`config.mk`:
```
export PLATFORM = sky130hd
export DESIGN_NAME = fw2d_front
export DESIGN_NICKNAME = d
export VERILOG_FILES = /design/src/hw/rtl/fw2d_pkg.sv /design/src/hw/rtl/fw2d_front.sv
export SDC_FILE = /design/constraint.sdc
export NUM_CORES = 1
export LEC_CHECK = 0
export BUFFER_PORTS_ARGS = -buffer_cell sky130_fd_sc_hd__buf_4
export CAP_MARGIN = 5
export CELL_PAD_IN_SITES_DETAIL_PLACEMENT = 0
export CELL_PAD_IN_SITES_GLOBAL_PLACEMENT = 1
export CORE_ASPECT_RATIO = 0.8
export CORE_UTILIZATION = 26
export CTS_CLUSTER_DIAMETER = 40
export DETAILED_ROUTE_END_ITERATION = 10
export GPL_TIMING_DRIVEN = 0
export PLACE_DENSITY_LB_ADDON = 0.08
export SYNTH_ARGS = -nofsm -noshare
export SYNTH_HDL_FRONTEND = slang
export SYNTH_SLANG_ARGS = --single-unit
```
`constraint.sdc`:
```
create_clock -name clk -period 3.2 [get_ports clk]
set_input_delay 0.16 -clock clk [delete_from_list [all_inputs] [get_ports clk]]
set_output_delay 0.16 -clock clk [all_outputs]
set_load 0.01 [all_outputs]
```
`src/hw/rtl/fw2d_pkg.sv`:
```
// ----------------------------------------------------------------------------
// fw2d_pkg
// Shared types, sizes and helpers of the two-dimensional Fenwick tree block.
// ----------------------------------------------------------------------------
package fw2d_pkg;

  localparam int MAX_ROWS = 64;
  localparam int MAX_COLS = 64;
  localparam int IDX_W    = 7;
  localparam int DELTA_W  = 32;
  localparam int SUM_W    = 64;
  localparam int ROW_AW   = $clog2(MAX_ROWS);
  localparam int COL_AW   = $clog2(MAX_COLS);
  localparam int ADDR_W   = ROW_AW + COL_AW;
  localparam int DEPTH    = MAX_ROWS * MAX_COLS;
  localparam int QUEUE_DEPTH = 2;
  localparam int QPTR_W   = $clog2(QUEUE_DEPTH);
  localparam int QCNT_W   = $clog2(QUEUE_DEPTH + 1);

  localparam logic REG_ROWS = 1'b0;
  localparam logic REG_COLS = 1'b1;

  localparam logic CMD_QUERY  = 1'b0;
  localparam logic CMD_UPDATE = 1'b1;

  localparam logic [1:0] PFX_LAST = 2'd3;

  typedef logic [IDX_W-1:0] idx_t;
  typedef logic [IDX_W:0]   walk_t;

  typedef enum logic [1:0] {
    JOB_QUERY,
    JOB_UPDATE,
    JOB_ERROR
  } job_kind_t;

  typedef struct packed {
    job_kind_t                  kind;
    idx_t                       row_lo;
    idx_t                       col_lo;
    idx_t                       row_hi;
    idx_t                       col_hi;
    logic signed [DELTA_W-1:0]  delta;
    idx_t                       nr;
    idx_t                       nc;
  } job_t;

  typedef enum logic [2:0] {
    B_CLEAR,
    B_IDLE,
    B_PREP,
    B_QRD,
    B_QWAIT,
    B_URD,
    B_UWR,
    B_DONE
  } back_state_t;

  function automatic walk_t low_bit(walk_t v);
    return v & (~v + 1'b1);
  endfunction

  function automatic logic [ADDR_W-1:0] cell_addr(walk_t i, walk_t j);
    walk_t ri;
    walk_t cj;
    ri = i - 1'b1;
    cj = j - 1'b1;
    return {ri[ROW_AW-1:0], cj[COL_AW-1:0]};
  endfunction

  function automatic idx_t eff_size(idx_t reg_val, idx_t cap);
    idx_t res;
    if (reg_val == '0) begin
      res = idx_t'(1);
    end else if (reg_val > cap) begin
      res = cap;
    end else begin
      res = reg_val;
    end
    return res;
  endfunction

endpackage

```
`src/hw/rtl/fw2d_front.sv`:
```
// ----------------------------------------------------------------------------
// fw2d_front
// Size registers, item accept and range check; turns each word into a job.
// ----------------------------------------------------------------------------
module fw2d_front
  import fw2d_pkg::*;
(
  input  logic        clk,
  input  logic        rst_n,
  input  logic        cfg_wr_en,
  input  logic [0:0]  cfg_addr,
  input  logic [IDX_W-1:0] cfg_wdata,
  input  logic        in_tvalid,
  output logic        in_tready,
  input  logic [63:0] in_tdata,
  input  logic [0:0]  in_tuser,
  input  logic        clear_busy,
  output logic        q_valid,
  input  logic        q_ready,
  output job_t        q_job
);

  idx_t rows_r, rows_nxt;
  idx_t cols_r, cols_nxt;
  idx_t nr, nc;
  idx_t rlo, clo, rhi, chi;
  logic upd_bad, qry_bad;

  always_ff @(posedge clk) begin
    if (!rst_n) begin
      rows_r <= idx_t'(MAX_ROWS);
      cols_r <= idx_t'(MAX_COLS);
    end else begin
      rows_r <= rows_nxt;
      cols_r <= cols_nxt;
    end
  end

  always_comb begin
    rows_nxt = rows_r;
    cols_nxt = cols_r;
    if (cfg_wr_en) begin
      unique case (cfg_addr[0])
        REG_ROWS: rows_nxt = cfg_wdata;
        REG_COLS: cols_nxt = cfg_wdata;
        default:  rows_nxt = rows_r;
      endcase
    end
  end

  always_comb begin
    nr  = eff_size(rows_r, idx_t'(MAX_ROWS));
    nc  = eff_size(cols_r, idx_t'(MAX_COLS));
    rlo = in_tdata[6:0];
    clo = in_tdata[13:7];
    rhi = in_tdata[20:14];
    chi = in_tdata[27:21];
    upd_bad = (rlo == '0) || (clo == '0) || (rlo > nr) || (clo > nc);
    qry_bad = (rlo > nr) || (rhi > nr) || (clo > nc) || (chi > nc);
    q_job.row_lo = rlo;
    q_job.col_lo = clo;
    q_job.row_hi = rhi;
    q_job.col_hi = chi;
    q_job.delta  = in_tdata[59:28];
    q_job.nr     = nr;
    q_job.nc     = nc;
    if (in_tuser[0] == CMD_UPDATE) begin
      q_job.kind = upd_bad ? JOB_ERROR : JOB_UPDATE;
    end else begin
      q_job.kind = qry_bad ? JOB_ERROR : JOB_QUERY;
    end
  end

  assign q_valid   = in_tvalid & ~clear_busy;
  assign in_tready = q_ready & ~clear_busy;

endmodule

```
**After elaboration in Yosys (flattened, before gate mapping)**

Index checks and enable logic that the tools add are counted.

- Input port bits: 79
- Memory bits (read-only): 0
- Memories kept: 0
- Output and inout port bits: 78
- RAM bits: 0
- Register bits after elaboration: 14
- Latch bits: 0

- Div/mod/pow operators: 0
- Shift-type cells: 0
- Add/subtract/negate cells: 0
- Equality and inequality tests: 0
- Reduce and logical (&&, ||, !) cells: 12
- Magnitude comparators: 6
- Bitwise gates (word level): 4
- $mul: 0
- Muxes and demuxes: 7

Operators by type and width:

| kind | number |
|---|---|
| > comparator 7 bit | 4 |
| zero test 7 bit | 4 |
| two-way mux 7 bit | 4 |
| > comparator 7 bit, second input constant | 2 |
| logical OR 1 bit | 6 |
| two-way mux 2 bit | 3 |
| AND reduction 2 bit | 2 |
| AND 1 bit | 2 |
| NOT 1 bit | 2 |

**Depth between registers and ports, before layout**

Gate-level depths: netlist of the first run.

- Word-level depth: 9
- Depth in mapped cells: 9
- Depth with buffers taken out: 9

**Worst setup path after synthesis of the first run**

No wires, ideal clock.

- Kind: flip-flop to output port
- From: register cols_r[6]
- To: output port q_job[75] in the netlist's numbering
- Buffers on the path: 0
- Data arrival time: 1761 ps
- Slack: 1279 ps
- Stages on the path, launching flop included: 9
- Cell sequence: dfxtp_1 -> inv_1 -> nand2_1 -> ha_1 -> a21o_1 -> a21o_1 -> a211oi_2 -> o21ai_1 -> a211o_1

RTL lines:

| what | line | text |
|---|---|---|
| start: declaration | fw2d_front.sv:24 | `idx_t cols_r, cols_nxt;` |
| start signal: assignment | fw2d_front.sv:32 | `cols_r <= idx_t'(MAX_COLS);` |
| start signal: assignment | fw2d_front.sv:35 | `cols_r <= cols_nxt;` |
| end: declaration | fw2d_front.sv:20 | `output job_t q_job` |

==> run metrics, run 1 <==
worst endpoint required time 3.04 ns; Pins Over Slew Limit 0; Avg Inst Size Synth 7.42 sq um; antenna violations before repair 0; area delta synth->final 58.2%; antenna cells 0; Mapped Cells 239; Worst-path clk slew 0.05 ns; I/O pin count 157; worst-margin pin slew 0.375 ns; Clock Root Buffer clkbuf_8; Final nets 469; FF-to-FF setup slack 2.40 ns; I/O Buffers 118; post-DR vias/cell 4.13; Seq cells post-synth 14; asr flop ratio synth 0; routed via count 1834; floorplan core area 6470 sq um; final setup margin 0.696 ns; static leakage 1.53 nW; Initial DRC Count 31; Clk Latency, worst-skew pair 0.23 ns; Worst EP arrival 2.34 ns; R2R Path End rows_r[6]; Synth warnings 0; hold depth 3; crit-path cells inv_1, nand2_1, ha_1, a21o_1, a21o_1, a211oi_2, o21ai_1, a211o_1, buf_4; Post-Syn Area 1770 sq um; post-synthesis cell type count 29; ys flop type dfxtp_1; TNS Setup 0 ns; Die Ht 75.9 um; CTS Buf Count 3; Post-synth EDFFs 0; Overflow after GRT 0; First-pass DRT Iterations 4; RSZ-0062 raised after global routing no; max-cap violation count 0; final period utilization 0.782; fill cell count 679; CP dominant cell by count a21o_1; CTS tree done; FMAX 0.399 GHz; Seq/Total Area, Yosys 0.158; vias in the first global route 1474; fin crit period 2.50 ns; post-synth net total 346; simple-gate area share of the yosys netlist 0.190; Synth Area in Adders 0.197; drt wl/cell 10.8 um; Fin. Hold Viols 0; RR Startpoint rows_r[6]; Post-DP HPWL 4260 um; CTS hold repair buffers 0; Synth top cells by count buf_4, nand2_1, ha_1, inv_1, dfxtp_1; pre-CTS setup slack 0.924 ns; Synth Area in Compound Gates 0.149; Pwr Total 0.637 mW; H-tree Lvls 1; GP Congestion 0.770; Finish-stage setup viols 0; most numerous cell in the Yosys netlist buf_4; final clock skew 0 ns; Hold Path Class in -> reg; worst vdd ir 0.247 mV; share of cells above drive strength 1 0.511; WL final 4810 um; ranking of synthesized cells by area buf_4, ha_1, dfxtp_1; FF-to-FF path depth 2; clock sinks 14; pwr/cell area 227 nW/um^2; Synth area leader buf_4; Std-Cell Rows 26; CTS resizes 0; clock tree buffer depth 2; largest fanout on the critical path 7; post-synthesis mux area share 0; worst hold start cfg_wdata[6]; WS Path Type reg -> out; largest family of logic cells by synthesized area buffers and inverters; Worst Hold End rows_r[6]; Setup crit start kind register; setup bufs post-CTS 0; first-pass GRT wire length 7070 um; status completed; CP Capture Type primary output; Starting Density 0.274; relative slew slack 0.750; xor/xnor share of the synthesized area 0; top-area cell type share of the netlist area 0.254; Die ar. 7160 sq um; antenna viol nets, final 0; largest net degree at the start of global routing 11; Total GRT Usage 0.126; Worst path slowest cell dfxtp_1; Horiz. Die Dim 94.4 um; crit-path max cell delay 0.33 ns; DR DRC count 0
## routing by layer
| layer | part of all wire | up-vias | global-route usage |
|---|---|---|---|
| met5 | 0 | - | 0 |
| met4 | 0.0040 | 0 | 0.0256 |
| met3 | 0.071 | 2 | 0.0120 |
| met2 | 0.44 | 71 | 0.202 |
| met1 | 0.48 | 775 | 0.183 |
| li1 | - | 986 | - |
## metrics by stage
stage          instance area (sq um)  cells  hold WS (ns)   util
2_1_floorplan                   1770    239         0.295      -
3_3_place_gp                    2770    441         0.430  0.427
3_5_place_dp                    2770    441         0.416  0.427
4_1_cts                         2810    444         0.168  0.434
5_1_grt                         2810    444         0.195  0.434
6_report                        2810    444         0.174  0.434
## layout make-up
class                   instances  area (sq um)  area share
clock buffers                   3          41.3      0.0147
multi-input cells             141           952       0.339
repair buffers                118           886       0.316
flip-flops and latches         14           280      0.0999
well taps                      84           105      0.0374
plain buffers                  66           474       0.169
inverters                      18          67.6      0.0241
## power by group
part	total, mW	internal [mW]	switching, mW
clock	0.137	0.0829	0.0546
combinational	0.310	0.182	0.128
sequential	0.190	0.183	0.00657
total	0.637	0.448	0.189
## critical path: cells and delay by family (launching register included)
family                     cells  cell delay, ns
AOI/OAI and AO/OA              5            0.92
buffers and inverters          2            0.35
DFF                            1            0.33
adders and majority gates      1            0.32
and+or+nand+nor                1            0.18
## cells by family (layout without fill, tap and decap cells)
group,after synthesis,in the layout
adder cells (fa/ha/maj),28,28
AND/OR/NAND/NOR,73,73
buffers and inverters,84,205
flip-flops,14,14
AO/OA/AOI/OAI,40,40
## registers in the layout (all words and copies together) (netlist names)
| register | flops |
|---|---|
| cols_r | 7 |
| rows_r | 7 |
## placed cells by master, fill, tap and decap left out, drive strengths merged
master and count:
a211o 1, a211oi 2, a21boi 12, a21o 2
a21oi 13, buf 179, clkbuf 8, dfxtp 14
ha 28, inv 18, nand2 36, nand2b 1
nand3 12, nand3b 2, nand4 4, nand4b 1
nor2 5, nor2b 5, nor3 5, nor4 2
o211ai 1, o21ai 6, o22a 2, o22ai 1
## how the worst max path moves through the flow
stage	end	from	cells after the start
finish	q_job[75]	cols_r[6]	9
global route	q_job[75]	cols_r[6]	9
CTS	q_job[75]	cols_r[6]	9
detailed placement	q_job[75]	cols_r[6]	9
global placement	q_job[75]	cols_r[6]	9
floorplan	q_job[75]	cols_r[6]	8
Power figures use the tool's default switching activity.
==> run 2, diff against run 1 <==
ABC_AREA = 1   (was unset)
CORE_UTILIZATION = 22   (was 26)
clock period = 2.04 ns   (was 3.2 ns; I/O delays follow)
==> run 2 against run 1 <==
  * The run now ends with setup timing left
  * Synthesized cell count rose by 17%
  * Wire length is 7.3% higher
  * Non-clock buffer count increased by 3
  * Sequential power increased by 63%
  * Clock skew unchanged
  * Utilization shrank 5.0 points
  * Cell count rose by 16%
  * Setup slack lost 1.1 ns
  * Total power increased by 79%
  * Largest cell class unchanged
  * Highest routed layer unchanged
==> run metrics, run 2 <==
status complete, but fails checks; clock sinks 14; First-pass DRT Iterations 6; final clock skew 0 ns; FF-to-FF path depth 2; first-pass GRT wire length 7910 um; relative slew slack 0.684; I/O Buffers 120; CP Capture Type primary output; largest fanout on the critical path 2; Post-DP HPWL 4530 um; max-cap violation count 0; Clock Root Buffer clkbuf_8; Overflow after GRT 0; Total GRT Usage 0.112; TNS Setup -0.654 ns; DR DRC count 0; Finish-stage setup viols 2; xor/xnor share of the synthesized area 0; final period utilization 1.18; Die Ht 83.9 um; area delta synth->final 66.7%; worst endpoint required time 1.94 ns; Final nets 515; Inst Count DP 508; Hold Path Class in -> reg; ys flop type dfxtp_1; fill cell count 865; RSZ-0062 raised after global routing yes; Synth area leader buf_4; antenna viol nets, final 0; Synth Area in Compound Gates 0.0950; Avg Inst Size Synth 6.58 sq um; post-synth net total 387; Post-Layout Cell Count 514; Post-synth EDFFs 0; static leakage 1.70 nW; WS Path Type reg -> out; ranking of synthesized cells by area buf_4, ha_1, dfxtp_1; hold slack 0.104 ns; share of cells above drive strength 1 0.537; Synth Area in Adders 0.190; Setup crit start kind register; Initial DRC Count 44; post-synthesis cell type count 20; CTS tree done; asr flop ratio synth 0; most common cell after layout, fill and taps aside buf_4; clock tree buffer depth 2; worst vdd ir 0.269 mV; final setup margin -0.363 ns; antenna cells 0; routed via count 2002; top-area cell type share of the netlist area 0.244; Fin. Hold Viols 0; worst hold start cfg_wdata[6]; pwr/cell area 371 nW/um^2; top flop regs cols_r: 7 flops, rows_r: 7 flops; simple-gate area share of the yosys netlist 0.232; Post-Syn Area 1840 sq um; FMAX 0.416 GHz; Clk Latency, worst-skew pair 0.24 ns; WL final 5160 um; Worst-path clk slew 0.05 ns; Worst EP arrival 2.30 ns; hold depth 3; drt wl/cell 10.0 um; antenna violations before repair 0; Pins Over Slew Limit 0; Seq cells post-synth 14; Horiz. Die Dim 104 um; Std-Cell Rows 29; GP Congestion 0.746; R2R Path End rows_r[6]; post-synthesis mux area share 0; H-tree Lvls 1; worst setup path start rows_r[5]; Starting Density 0.230; Synth top cells by count buf_4, nand2_1, nor2_1, inv_1, ha_1; CTS hold repair buffers 0; most frequent cells in the layout buf_4, nand2_1, inv_1; FF-to-FF setup slack 1.14 ns; largest net degree at the start of global routing 11; Synth warnings 0; multi-input combinational cell area 1070 sq um; Die ar. 8750 sq um; failing checks setup timing; largest family of logic cells by synthesized area buffers and inverters; worst-margin pin slew 0.469 ns; post-DR vias/cell 3.89; Reg area 283 sq um; floorplan core area 8020 sq um; RR Startpoint rows_r[6]; Mapped Cells 280; most numerous cell in the Yosys netlist buf_4; Worst Hold End cols_r[6]; I/O pin count 157; fin crit period 2.40 ns; CTS Buf Count 3; Seq/Total Area, Yosys 0.152; vias in the first global route 1689
-- run 2: changes by cell type in the layout (fill, tap and decap cells not counted), sizes merged, moves of 7 or more --
cell / delta
inv: +20
a21boi: -12
nand2: +16
nor2: +33
nand3: -7
o21ai: +10
-- run 2: per-stage QoR --
stage | setup slack (ns) | total power [mW] | instance area (sq um) | utilization
2_1_floorplan | 0.0598 | 0.630 | 1850 | -
3_3_place_gp | -0.208 | 0.881 | 2880 | 0.359
3_5_place_dp | -0.160 | 0.885 | 2880 | 0.359
4_1_cts | -0.370 | 1.13 | 3000 | 0.374
5_1_grt | -0.552 | 1.23 | 3070 | 0.383
6_report | -0.363 | 1.14 | 3070 | 0.383
-- run 2: cells by family (layout without fill, tap and decap cells) --
group,Yosys count,in the layout
DFF,14,14
AOI/OAI and AO/OA,33,33
and+or+nand+nor,103,103
adders and majority gates,28,28
buffers and inverters,102,228
-- run 2: worst max-delay path by stage --
stage,end,depth (start not counted)
3_5_place_dp,q_job[75],16
4_1_cts,q_job[75],18
5_1_grt,q_job[75],18
6_report,q_job[75],15
2_1_floorplan,q_job[75],17
3_3_place_gp,q_job[75],16
-- run 2: worst max-delay path, cell delays in order (launching register included) --
cell	delay, ns
dfxtp_2	0.32
nor4_2	0.25
nand3_1	0.15
nand2_2	0.12
inv_4	0.05
nor2_4	0.13
inv_4	0.06
ha_4	0.26
nand2_1	0.06
nor2_2	0.10
nand4_1	0.08
nand2_1	0.11
nand3_2	0.08
nor2_2	0.12
nor2_2	0.04
buf_4	0.13
-- run 2: cell type report --
| cell class | instances | share of cell area |
|---|---|---|
| multi-input cells | 164 | 0.349 |
| repair buffers | 123 | 0.300 |
| plain buffers | 64 | 0.152 |
| flip-flops and latches | 14 | 0.0920 |
| inverters | 38 | 0.0489 |
| well taps | 108 | 0.0440 |
| clock buffers | 3 | 0.0134 |
-- run 2: what timing repair did --
action	CTS	global route
endpoints found under the setup margin	2	2
setup buffers	1	2
resized for setup	9	20
cloned	0	0
pin swaps	8	15
-- run 2: report_power, final --
group          leakage (nW)  switching (mW)  total (mW)  internal [mW]
combinational          1.56           0.280       0.613          0.333
clock                0.0216          0.0884       0.219          0.130
sequential            0.116          0.0157       0.309          0.293
total                  1.70           0.384        1.14          0.757
-- run 2: metal layers --
metal | vias up | GRT usage | routed length (um)
met5 | - | 0 | 0
met4 | 0 | 0.0312 | 47
met3 | 5 | 0.0141 | 342
met2 | 83 | 0.176 | 2270
met1 | 842 | 0.159 | 2500
li1 | 1072 | - | -
