[src/hw/rtl/fw2d_pkg.sv]
// ----------------------------------------------------------------------------
// fw2d_pkg
// Shared types, sizes and helpers of the two-dimensional Fenwick tree block.
// ----------------------------------------------------------------------------
package fw2d_pkg;

  localparam int MAX_ROWS = 64;
  localparam int MAX_COLS = 64;
  localparam int IDX_W    = 7;
  localparam int DELTA_W  = 32;
  localparam int SUM_W    = 64;
  localparam int ROW_AW   = $clog2(MAX_ROWS);
  localparam int COL_AW   = $clog2(MAX_COLS);
  localparam int ADDR_W   = ROW_AW + COL_AW;
  localparam int DEPTH    = MAX_ROWS * MAX_COLS;
  localparam int QUEUE_DEPTH = 2;
  localparam int QPTR_W   = $clog2(QUEUE_DEPTH);
  localparam int QCNT_W   = $clog2(QUEUE_DEPTH + 1);

  localparam logic REG_ROWS = 1'b0;
  localparam logic REG_COLS = 1'b1;

  localparam logic CMD_QUERY  = 1'b0;
  localparam logic CMD_UPDATE = 1'b1;

  localparam logic [1:0] PFX_LAST = 2'd3;

  typedef logic [IDX_W-1:0] idx_t;
  typedef logic [IDX_W:0]   walk_t;

  typedef enum logic [1:0] {
    JOB_QUERY,
    JOB_UPDATE,
    JOB_ERROR
  } job_kind_t;

  typedef struct packed {
    job_kind_t                  kind;
    idx_t                       row_lo;
    idx_t                       col_lo;
    idx_t                       row_hi;
    idx_t                       col_hi;
    logic signed [DELTA_W-1:0]  delta;
    idx_t                       nr;
    idx_t                       nc;
  } job_t;

  typedef enum logic [2:0] {
    B_CLEAR,
    B_IDLE,
    B_PREP,
    B_QRD,
    B_QWAIT,
    B_URD,
    B_UWR,
    B_DONE
  } back_state_t;

  function automatic walk_t low_bit(walk_t v);
    return v & (~v + 1'b1);
  endfunction

  function automatic logic [ADDR_W-1:0] cell_addr(walk_t i, walk_t j);
    walk_t ri;
    walk_t cj;
    ri = i - 1'b1;
    cj = j - 1'b1;
    return {ri[ROW_AW-1:0], cj[COL_AW-1:0]};
  endfunction

  function automatic idx_t eff_size(idx_t reg_val, idx_t cap);
    idx_t res;
    if (reg_val == '0) begin
      res = idx_t'(1);
    end else if (reg_val > cap) begin
      res = cap;
    end else begin
      res = reg_val;
    end
    return res;
  endfunction

endpackage

[src/hw/rtl/fw2d_queue.sv]
// ----------------------------------------------------------------------------
// fw2d_queue
// Short job queue between the front and the tree engine.
// ----------------------------------------------------------------------------
module fw2d_queue
  import fw2d_pkg::*;
(
  input  logic  clk,
  input  logic  rst_n,
  input  logic  wr_valid,
  output logic  wr_ready,
  input  job_t  wr_job,
  output logic  rd_valid,
  input  logic  rd_ready,
  output job_t  rd_job
);

  job_t              slot_r [QUEUE_DEPTH];
  logic [QPTR_W-1:0] wr_ptr_r, wr_ptr_nxt;
  logic [QPTR_W-1:0] rd_ptr_r, rd_ptr_nxt;
  logic [QCNT_W-1:0] count_r, count_nxt;
  logic              push, pop;

  assign wr_ready = (count_r != QCNT_W'(QUEUE_DEPTH));
  assign rd_valid = (count_r != '0);
  assign rd_job   = slot_r[rd_ptr_r];
  assign push     = wr_valid & wr_ready;
  assign pop      = rd_valid & rd_ready;

  always_comb begin
    wr_ptr_nxt = push ? wr_ptr_r + 1'b1 : wr_ptr_r;
    rd_ptr_nxt = pop  ? rd_ptr_r + 1'b1 : rd_ptr_r;
    count_nxt  = count_r;
    if (push && !pop) begin
      count_nxt = count_r + 1'b1;
    end else if (pop && !push) begin
      count_nxt = count_r - 1'b1;
    end
  end

  always_ff @(posedge clk) begin
    if (!rst_n) begin
      wr_ptr_r <= '0;
      rd_ptr_r <= '0;
      count_r  <= '0;
    end else begin
      wr_ptr_r <= wr_ptr_nxt;
      rd_ptr_r <= rd_ptr_nxt;
      count_r  <= count_nxt;
    end
  end

  always_ff @(posedge clk) begin
    if (push) begin
      slot_r[wr_ptr_r] <= wr_job;
    end
  end

endmodule

[config.mk]
export PLATFORM = sky130hd
export DESIGN_NAME = fw2d_queue
export DESIGN_NICKNAME = d
export VERILOG_FILES = /design/src/hw/rtl/fw2d_pkg.sv /design/src/hw/rtl/fw2d_queue.sv
export SDC_FILE = /design/constraint.sdc
export NUM_CORES = 1
export LEC_CHECK = 0
export BUFFER_PORTS_ARGS = -buffer_cell sky130_fd_sc_hd__buf_2
export CORE_ASPECT_RATIO = 1.4
export CORE_UTILIZATION = 52
export CTS_CLUSTER_SIZE = 12
export DETAILED_ROUTE_END_ITERATION = 8
export GPL_TIMING_DRIVEN = 0
export PLACE_DENSITY = 0.79
export SLEW_MARGIN = 20
export SYNTH_ARGS = -nofsm -noshare
export SYNTH_HDL_FRONTEND = slang
export SYNTH_SLANG_ARGS = --single-unit
[constraint.sdc]
create_clock -name clk -period 3.2 [get_ports clk]
set_input_delay 0.32 -clock clk [delete_from_list [all_inputs] [get_ports clk]]
set_output_delay 0.32 -clock clk [all_outputs]
set_load 0.01 [all_outputs]
# [After elaboration in Yosys (flattened, before gate mapping)]
# Memory sizes are Yosys's and may differ from the RTL's. A register that Yosys moved wholly into a read port is not among the register bits.
# Cells that the tools add are included.
[word_totals] register_bits=4 ramBits=152 in_bits=80 out_inout_bits=78 word_cells=23 n_memories=1
[memory_table] memory="slot_r" depth=2 word_bits=76 read_ports=1 rd_ports_with_merged_regs=1 write_ports=1 line_no="fw2d_queue.sv:18" source="job_t slot_r [QUEUE_DEPTH];"
[op_classes] add_sub_neg=4 eq_ne=1 n_mux=6 n_bitwise=2 n_reduce_logical=6
[ops] cell="$mux W1" n=4
[ops] cell="$mux W2" n=2
[ops] cell="$reduce_bool A2 Y1" n=2
[ops] cell="$add A1 B1 Y1 const B" n=2
[ops] cell="$add A2 B1 Y2 const B" n=1
[ops] cell="$and A1 B1 Y1" n=2
[ops] cell="$logic_and A1 B1 Y1" n=2
[ops] cell="$logic_not A1 Y1" n=2
[ops] cell="$ne A2 B2 Y1 const B" n=1
[ops] cell="$sub A2 B1 Y2 const B" n=1

# [Depth between registers and ports, before layout]
# Gate-level depths: netlist of run 1.
[logic_depth] depth_word=6 depth_mapped=6 ltp_nobuf=6

# [Worst setup path after synthesis of run 1]
# OpenSTA, ideal clock, no wires.
[synth_path] path_kind="flip-flop to flip-flop" from="register count_r[0]" to="memory slot_r[1][0] in the netlist's numbering (enable)" setup_ns=0.443 arrival_time_ns=2.397 required_ns=2.757 slack_ns=0.360 stages_incl_launch_ff=3 path_buffers=0 synth_period_minus_slack_ns=2.840 cell_sequence="dfxtp_1 > nand2b_4 > and3_1"
[synth_via] elab_chain_cells=4
[synth_rtl] element="start, declared" line_no="fw2d_queue.sv:21" source="logic [QCNT_W-1:0] count_r, count_nxt;"
[synth_rtl] element="start signal, assigned" line_no="fw2d_queue.sv:49" source="count_r <= count_nxt;"
[synth_rtl] element="$ne A2 B2 Y1" line_no="fw2d_queue.sv:24" source="assign wr_ready = (count_r != QCNT_W'(QUEUE_DEPTH));"
[synth_rtl] element="via wr_ready" line_no="fw2d_queue.sv:11" source="output logic wr_ready,"
[synth_rtl] element="$and A1 B1 Y1" line_no="fw2d_queue.sv:27" source="assign push = wr_valid & wr_ready;"
[synth_rtl] element="$mux W1" line_no="fw2d_queue.sv:54" source="if (push) begin"
[synth_rtl] element="$mux W1 (not written as such)" line_no="fw2d_queue.sv:55" source="slot_r[wr_ptr_r] <= wr_job;"
[synth_rtl] element="end, declared" line_no="fw2d_queue.sv:18"
# The timed path passes the listed nets, and every way through them passes these cells.

==> impl_metrics.tcl, run 1 <==
set metrics [dict create \
    fmax_mhz 487 \
    ctsResizeCount 0 \
    grt_util_all_layers 0.188 \
    nFillCells 756 \
    crit_path_end "rd_job[21]" \
    worst_r2r_path_depth 3 \
    slew_headroom 0.609 \
    switching_share 0.258 \
    cts_buffers 17 \
    final_max_slew_viol_count 0 \
    grt_max_degree 52 \
    cp-start-kind "register" \
    fin_util 0.680 \
    clkTransAtPathRegs_ns 0.06 \
    critPathKind "reg2out" \
    hold_class "in2reg" \
    drc 0 \
    cts_tree "done" \
    core_um2 10800 \
    root_buffer "clkbuf_16" \
    placed_cell_area_um2 6750 \
    wl_per_cell_um 17.2 \
    die_h_um 126 \
    final_nets 519 \
    final.setup.tns_ns 0 \
    postCtsHoldBufs 0 \
    power_density_nw_per_um2 821 \
    drt_wl_total_um 10200 \
    worstPathMaxFanout 10 \
    power_frac_clock 0.331 \
    worst_setup_path_end_kind "primary output" \
    htreeDepth 4 \
    stdcell_area_um2 7350 \
    rrSetupSlack_ns 1.38 \
    n_antenna_cell 0 \
    synth_cell_types 21 \
    worstPathRequired_ns 2.88 \
    fin_crit_sh 0.642 \
    finalCriticalPeriod_ns 2.06 \
    cts_setup_buffers 0 \
    avgViaCountPerCell 5.09 \
    grt_pass1_vias 3263 \
    clock_latency_ns 0.41 \
    cts.sink_count 157 \
    syn_nets 341 \
    synth_seq_cells 157 \
    synthTopCellsByArea "edfxtp_1 80%, mux2_2 15%, dfxtp_1 1.7%" \
    ant_nets 0 \
    worstReg2RegStart "count_r[0]$_SDFFE_PN0P_" \
    yosysTopAreaCell "edfxtp_1" \
    place_inst 560 \
    synth_cells 260 \
    initial_utilization 0.530 \
    syn_avg_cell_area_um2 22.0 \
    worst_slew_pin_slew_ns 0.587 \
    arrival_ns 1.74 \
    die_w_um 90.7 \
    rsz0062_at_grt "false" \
    worstHoldPathCells 1 \
    synth_top_area_frac 0.797 \
    skew_ns 0.00854 \
    rows 45 \
    synth-seq-area-share 0.814 \
    leakage_nw 2.76 \
    synth-warning-count 0 \
    drt-initial-drc-count 95 \
    final_cells 592 \
    antenna_found_initial 0 \
    p_int_mw 4.47 \
    clockBufferDepth 2 \
    grt_overflow_total 0 \
    post-place-ws_ns 1.35 \
    fin_ws_ns 1.14 \
    die-area_um2 11400 \
    drt-pass1-iter-count 4 \
    finalSetupViolations 0 \
    drv_cap 0 \
    syn_area_um2 5730 \
    switching_power_mw 1.56 \
    place_hpwl_um 6760 \
    area_growth_pct 28.2 \
    pwr-share-comb 0.231 \
    pin_count 158 \
    port_buffers 157 \
    routabilityCongestion 0.731 \
    status "finished clean" \
    grt_pass1_wl_um 15800 \
    drive_gt1_frac 0.614 \
    worstReg2RegEnd "slot_r[1][38]$_DFFE_PP_" \
    dr_total_vias 3011 \
    p_seq_frac 0.438 \
    ir_drop_uv 641 \
    hold_viol_final 0 \
]
-- placed cells by master, fill, tap and decap left out --
cell,count
nand2b_4,1
a21boi_0,1
a21bo_2,1
clkinvlp_4,3
clkbuf_1,1
edfxtp_1,152
and3_4,1
xor2_1,1
clkinv_4,3
buf_12,1
o21ai_0,1
bufinv_16,3
clkinv_1,2
mux2_2,76
buf_16,1
a21boi_1,1
inv_6,2
buf_2,160
and2_1,4
buf_4,1
or2_2,1
clkinv_2,1
ha_1,1
nand3b_1,1
or3_1,1
o21ai_1,1
dfxtp_1,5
xnor2_1,2
buf_6,4
inv_4,1
clkbuf_16,17
-- flip-flops by register name, summed over array words and instances, names as in the netlist, named ones only --
name,cells
slot_r,152
wr_ptr_r,1
rd_ptr_r,1
count_r,2
-- worst max-delay path, cell delays in order, from the launching register on --
cell	delay [ns]
dfxtp_1	0.40
buf_4	0.24
buf_6	0.18
mux2_2	0.35
buf_2	0.15
-- cells by family (layout without fill, tap and decap cells) --
kind of cell,count (synthesis),after routing,share of synthesized area
flops,157,157,0.814
mux,76,76,0.149
simple gates,9,9,0.0114
buf+inv,9,200,0.0124
compound gates,5,5,0.00611
xor+xnor,3,3,0.00459
fa+ha+maj,1,1,0.00218
-- how the worst min path moves through the flow --
stage | to | start | slack [ns]
final | slot_r[0][3]$_DFFE_PP_ | wr_job[3] | 0.1
after global routing | slot_r[1][7]$_DFFE_PP_ | wr_job[7] | 0.07
after CTS | slot_r[1][3]$_DFFE_PP_ | wr_job[3] | 0.08
after detailed placement | slot_r[0][45]$_DFFE_PP_ | wr_job[45] | 0.51
after global placement | slot_r[0][7]$_DFFE_PP_ | wr_job[7] | 0.51
after floorplan | slot_r[0][0]$_DFFE_PP_ | wr_job[0] | 0.42
-- area by class of cell --
cell class / count / area (um^2) / area share
buffer: 8 / 67.6 / 0.00920
timing repair buffer: 159 / 833 / 0.113
clock inverter: 14 / 169 / 0.0230
inverter: 1 / 6.26 / 0.000852
clock buffer: 18 / 429 / 0.0584
sequential: 157 / 4660 / 0.635
tap: 141 / 176 / 0.0240
multi-input combinational: 94 / 1000 / 0.136
-- power by group through the flow --
stage	clock, mW	combinational [mW]	sequential, mW
floorplan	0	0.884	2.68
global route	2.12	1.50	2.67
global placement	0	1.34	2.70
CTS	2.04	1.42	2.65
detailed placement	0	1.41	2.69
finish	2.00	1.39	2.64
-- cells in the mapped netlist, drive strengths merged --
library cell,count
and2,4
edfxtp,152
a21boi,2
mux2,76
or3,1
dfxtp,5
inv,1
nand3b,1
ha,1
xnor2,2
and3,1
a21bo,1
nand2b,1
xor2,1
buf,8
or2,1
o21ai,2
-- layer usage --
metal	vias up	routed length, um	global-route usage
li1	1390	-	-
met1	1501	3560	0.185
met2	101	5810	0.346
met3	19	527	0.0592
met4	0	256	0.104
met5	-	0	0
-- per-stage QoR --
step                      hold WS [ns]  total power [mW]
final                           0.0955              6.03
after global routing            0.0724              6.29
after CTS                       0.0776              6.11
after detailed placement         0.512              4.09
after global placement           0.508              4.04
after floorplan                  0.419              3.56
(Power assumes the default switching activity.)
==> inputs of run 2 (changes only) <==
--- a/config.mk
+++ b/config.mk
@@ -7,11 +7,11 @@
 export LEC_CHECK = 0
 export BUFFER_PORTS_ARGS = -buffer_cell sky130_fd_sc_hd__buf_2
 export CORE_ASPECT_RATIO = 1.4
-export CORE_UTILIZATION = 52
+export CORE_UTILIZATION = 47
 export CTS_CLUSTER_SIZE = 12
 export DETAILED_ROUTE_END_ITERATION = 8
 export GPL_TIMING_DRIVEN = 0
-export PLACE_DENSITY = 0.79
+export PLACE_DENSITY = 0.76
 export SLEW_MARGIN = 20
 export SYNTH_ARGS = -nofsm -noshare
 export SYNTH_HDL_FRONTEND = slang
==> constraint.sdc (replaced) <==
create_clock -name clk -period 1.8 [get_ports clk]
set_input_delay 0.18 -clock clk [delete_from_list [all_inputs] [get_ports clk]]
set_output_delay 0.18 -clock clk [all_outputs]
set_load 0.01 [all_outputs]
==> impl_metrics.tcl, run 2 (synthesized netlist as in run 1, its figures left out) <==
set metrics [dict create \
    reg_top3 "slot_r (152), count_r (2)" \
    cts_buffers 17 \
    power_density_nw_per_um2 1350 \
    worstPathMaxFanout 10 \
    slowest_delay_ns 0.38 \
    final_max_slew_viol_count 0 \
    final.setup.tns_ns 0 \
    hold_viol_final 0 \
    finalCriticalPeriod_ns 1.74 \
    largest_reg_flops 152 \
    drt-initial-drc-count 113 \
    worst_slew_pin_slew_ns 0.442 \
    final_cells 680 \
    core_um2 11900 \
    fin_util 0.694 \
    n_antenna_cell 0 \
    cts.sink_count 157 \
    clock_latency_ns 0.41 \
    fin_crit_sh 0.967 \
    regMostFlops "slot_r" \
    pin_count 158 \
    arrival_ns 1.56 \
    crit_family "buffers and inverters" \
    worstPathRequired_ns 1.62 \
    drt-pass1-iter-count 4 \
    slew_headroom 0.705 \
    cts_tree "done" \
    final_cell_mix "157 x buf_2, 152 x edfxtp_1, 76 x mux2_2, 76 x dlygate4sd3_1, 17 x clkbuf_16" \
    hold_class "in2reg" \
    placed_cell_area_um2 6780 \
    area_growth_pct 43.9 \
    die-area_um2 12600 \
    port_buffers 157 \
    cp-start-kind "register" \
    fmax_mhz 574 \
    die_h_um 133 \
    place_hpwl_um 6750 \
    rows 47 \
    total_power_mw 11.2 \
    place_inst 567 \
    crit_top_cell "buf_12" \
    grt_overflow_total 0 \
    clkTransAtPathRegs_ns 0.06 \
    leakage_nw 3.13 \
    htreeDepth 4 \
    wl_per_cell_um 16.5 \
    initial_utilization 0.482 \
    ant_nets 0 \
    skew_ns 0.00604 \
    die_w_um 95.3 \
    root_buffer "clkbuf_16" \
    avgViaCountPerCell 4.83 \
    crit_buf_inv 3 \
    rsz0062_at_grt "false" \
    grt_util_all_layers 0.189 \
    clockBufferDepth 2 \
    grt_pass1_vias 3657 \
    cp_slowest_cell "dfxtp_4" \
    stdcell_area_um2 8250 \
    final_nets 601 \
    routabilityCongestion 0.669 \
    final_common_cell "buf_2" \
    nFillCells 785 \
    dr_total_vias 3283 \
    path_cells "buf_12 -> buf_12 -> mux2_2 -> buf_2" \
    drv_cap 0 \
    worst_setup_path_end_kind "primary output" \
    antenna_found_initial 0 \
    drive_gt1_frac 0.538 \
    finalSetupViolations 0 \
    drc 0 \
    grt_max_degree 49 \
    status "finished clean" \
    drt_wl_total_um 11200 \
    ir_drop_uv 823 \
    critPathKind "reg2out" \
    grt_pass1_wl_um 17400 \
]
-- run 2: cell count changes in the layout (fill, tap and decap cells not counted), sizes merged --
cell,before,now
inv,3,4
clkbuf,18,20
dlygate4sd3,0,76
clkinvlp,3,5
buf,167,170
clkinv,6,4
-- run 2: final timing paths --
| check | to | slack (ns) | startpoint | cells past startpoint |
|---|---|---|---|---|
| setup / recovery | rd_job[54] | 0.06 | register | 4 |
| hold / removal | count_r[0]$_SDFFE_PN0P_ | 0.05 | rst_n | 2 |
| setup reg to reg | slot_r[1][22]$_DFFE_PP_ | 0.13 | count_r[0]$_SDFFE_PN0P_ | 3 |
| hold reg to reg | count_r[1]$_SDFFE_PN0P_ | 0.58 | count_r[1]$_SDFFE_PN0P_ | 2 |
-- run 2: power breakdown --
part	switching (mW)	leakage (nW)	internal [mW]
logic	1.34	1.37	1.47
registers	0.137	1.46	4.57
clock network	1.44	0.291	2.21
total	2.91	3.13	8.25
-- run 2: repair_timing --
action                                  CTS  global route
endpoints found under the setup margin  114            60
endpoints found under the hold margin   152             0
buffers inserted                          4             0
gates cloned                              1             0
resized for setup                         8             9
hold buffers                             76             0
-- run 2: layout make-up --
class                   instances  area [um^2]  area share
repair inverters                1         7.51    0.000910
multi-input cells              94         1000       0.121
clock inverters                14          184      0.0223
well taps                     147          184      0.0223
repair buffers                240         1640       0.199
plain buffers                   8          123      0.0149
inverters                       1         7.51    0.000910
flip-flops and latches        157         4670       0.566
clock buffers                  18          429      0.0520
-- run 2: metal layers --
layer / GRT usage / wire (um) / vias to the layer above
met5: 0 / 0 / -
met4: 0.0918 / 259 / 0
met3: 0.0517 / 480 / 18
met2: 0.342 / 6290 / 101
met1: 0.194 / 4170 / 1615
li1: - / - / 1549
-- run 2: stage by stage --
step | hold WS (ns) | setup slack, ns
4_1_cts | 0.0197 | 0.00136
3_3_place_gp | 0.367 | -0.928
5_1_grt | 0.0437 | 0.00257
6_report | 0.0495 | 0.0588
3_5_place_dp | 0.371 | -0.0702
2_1_floorplan | 0.279 | -0.336
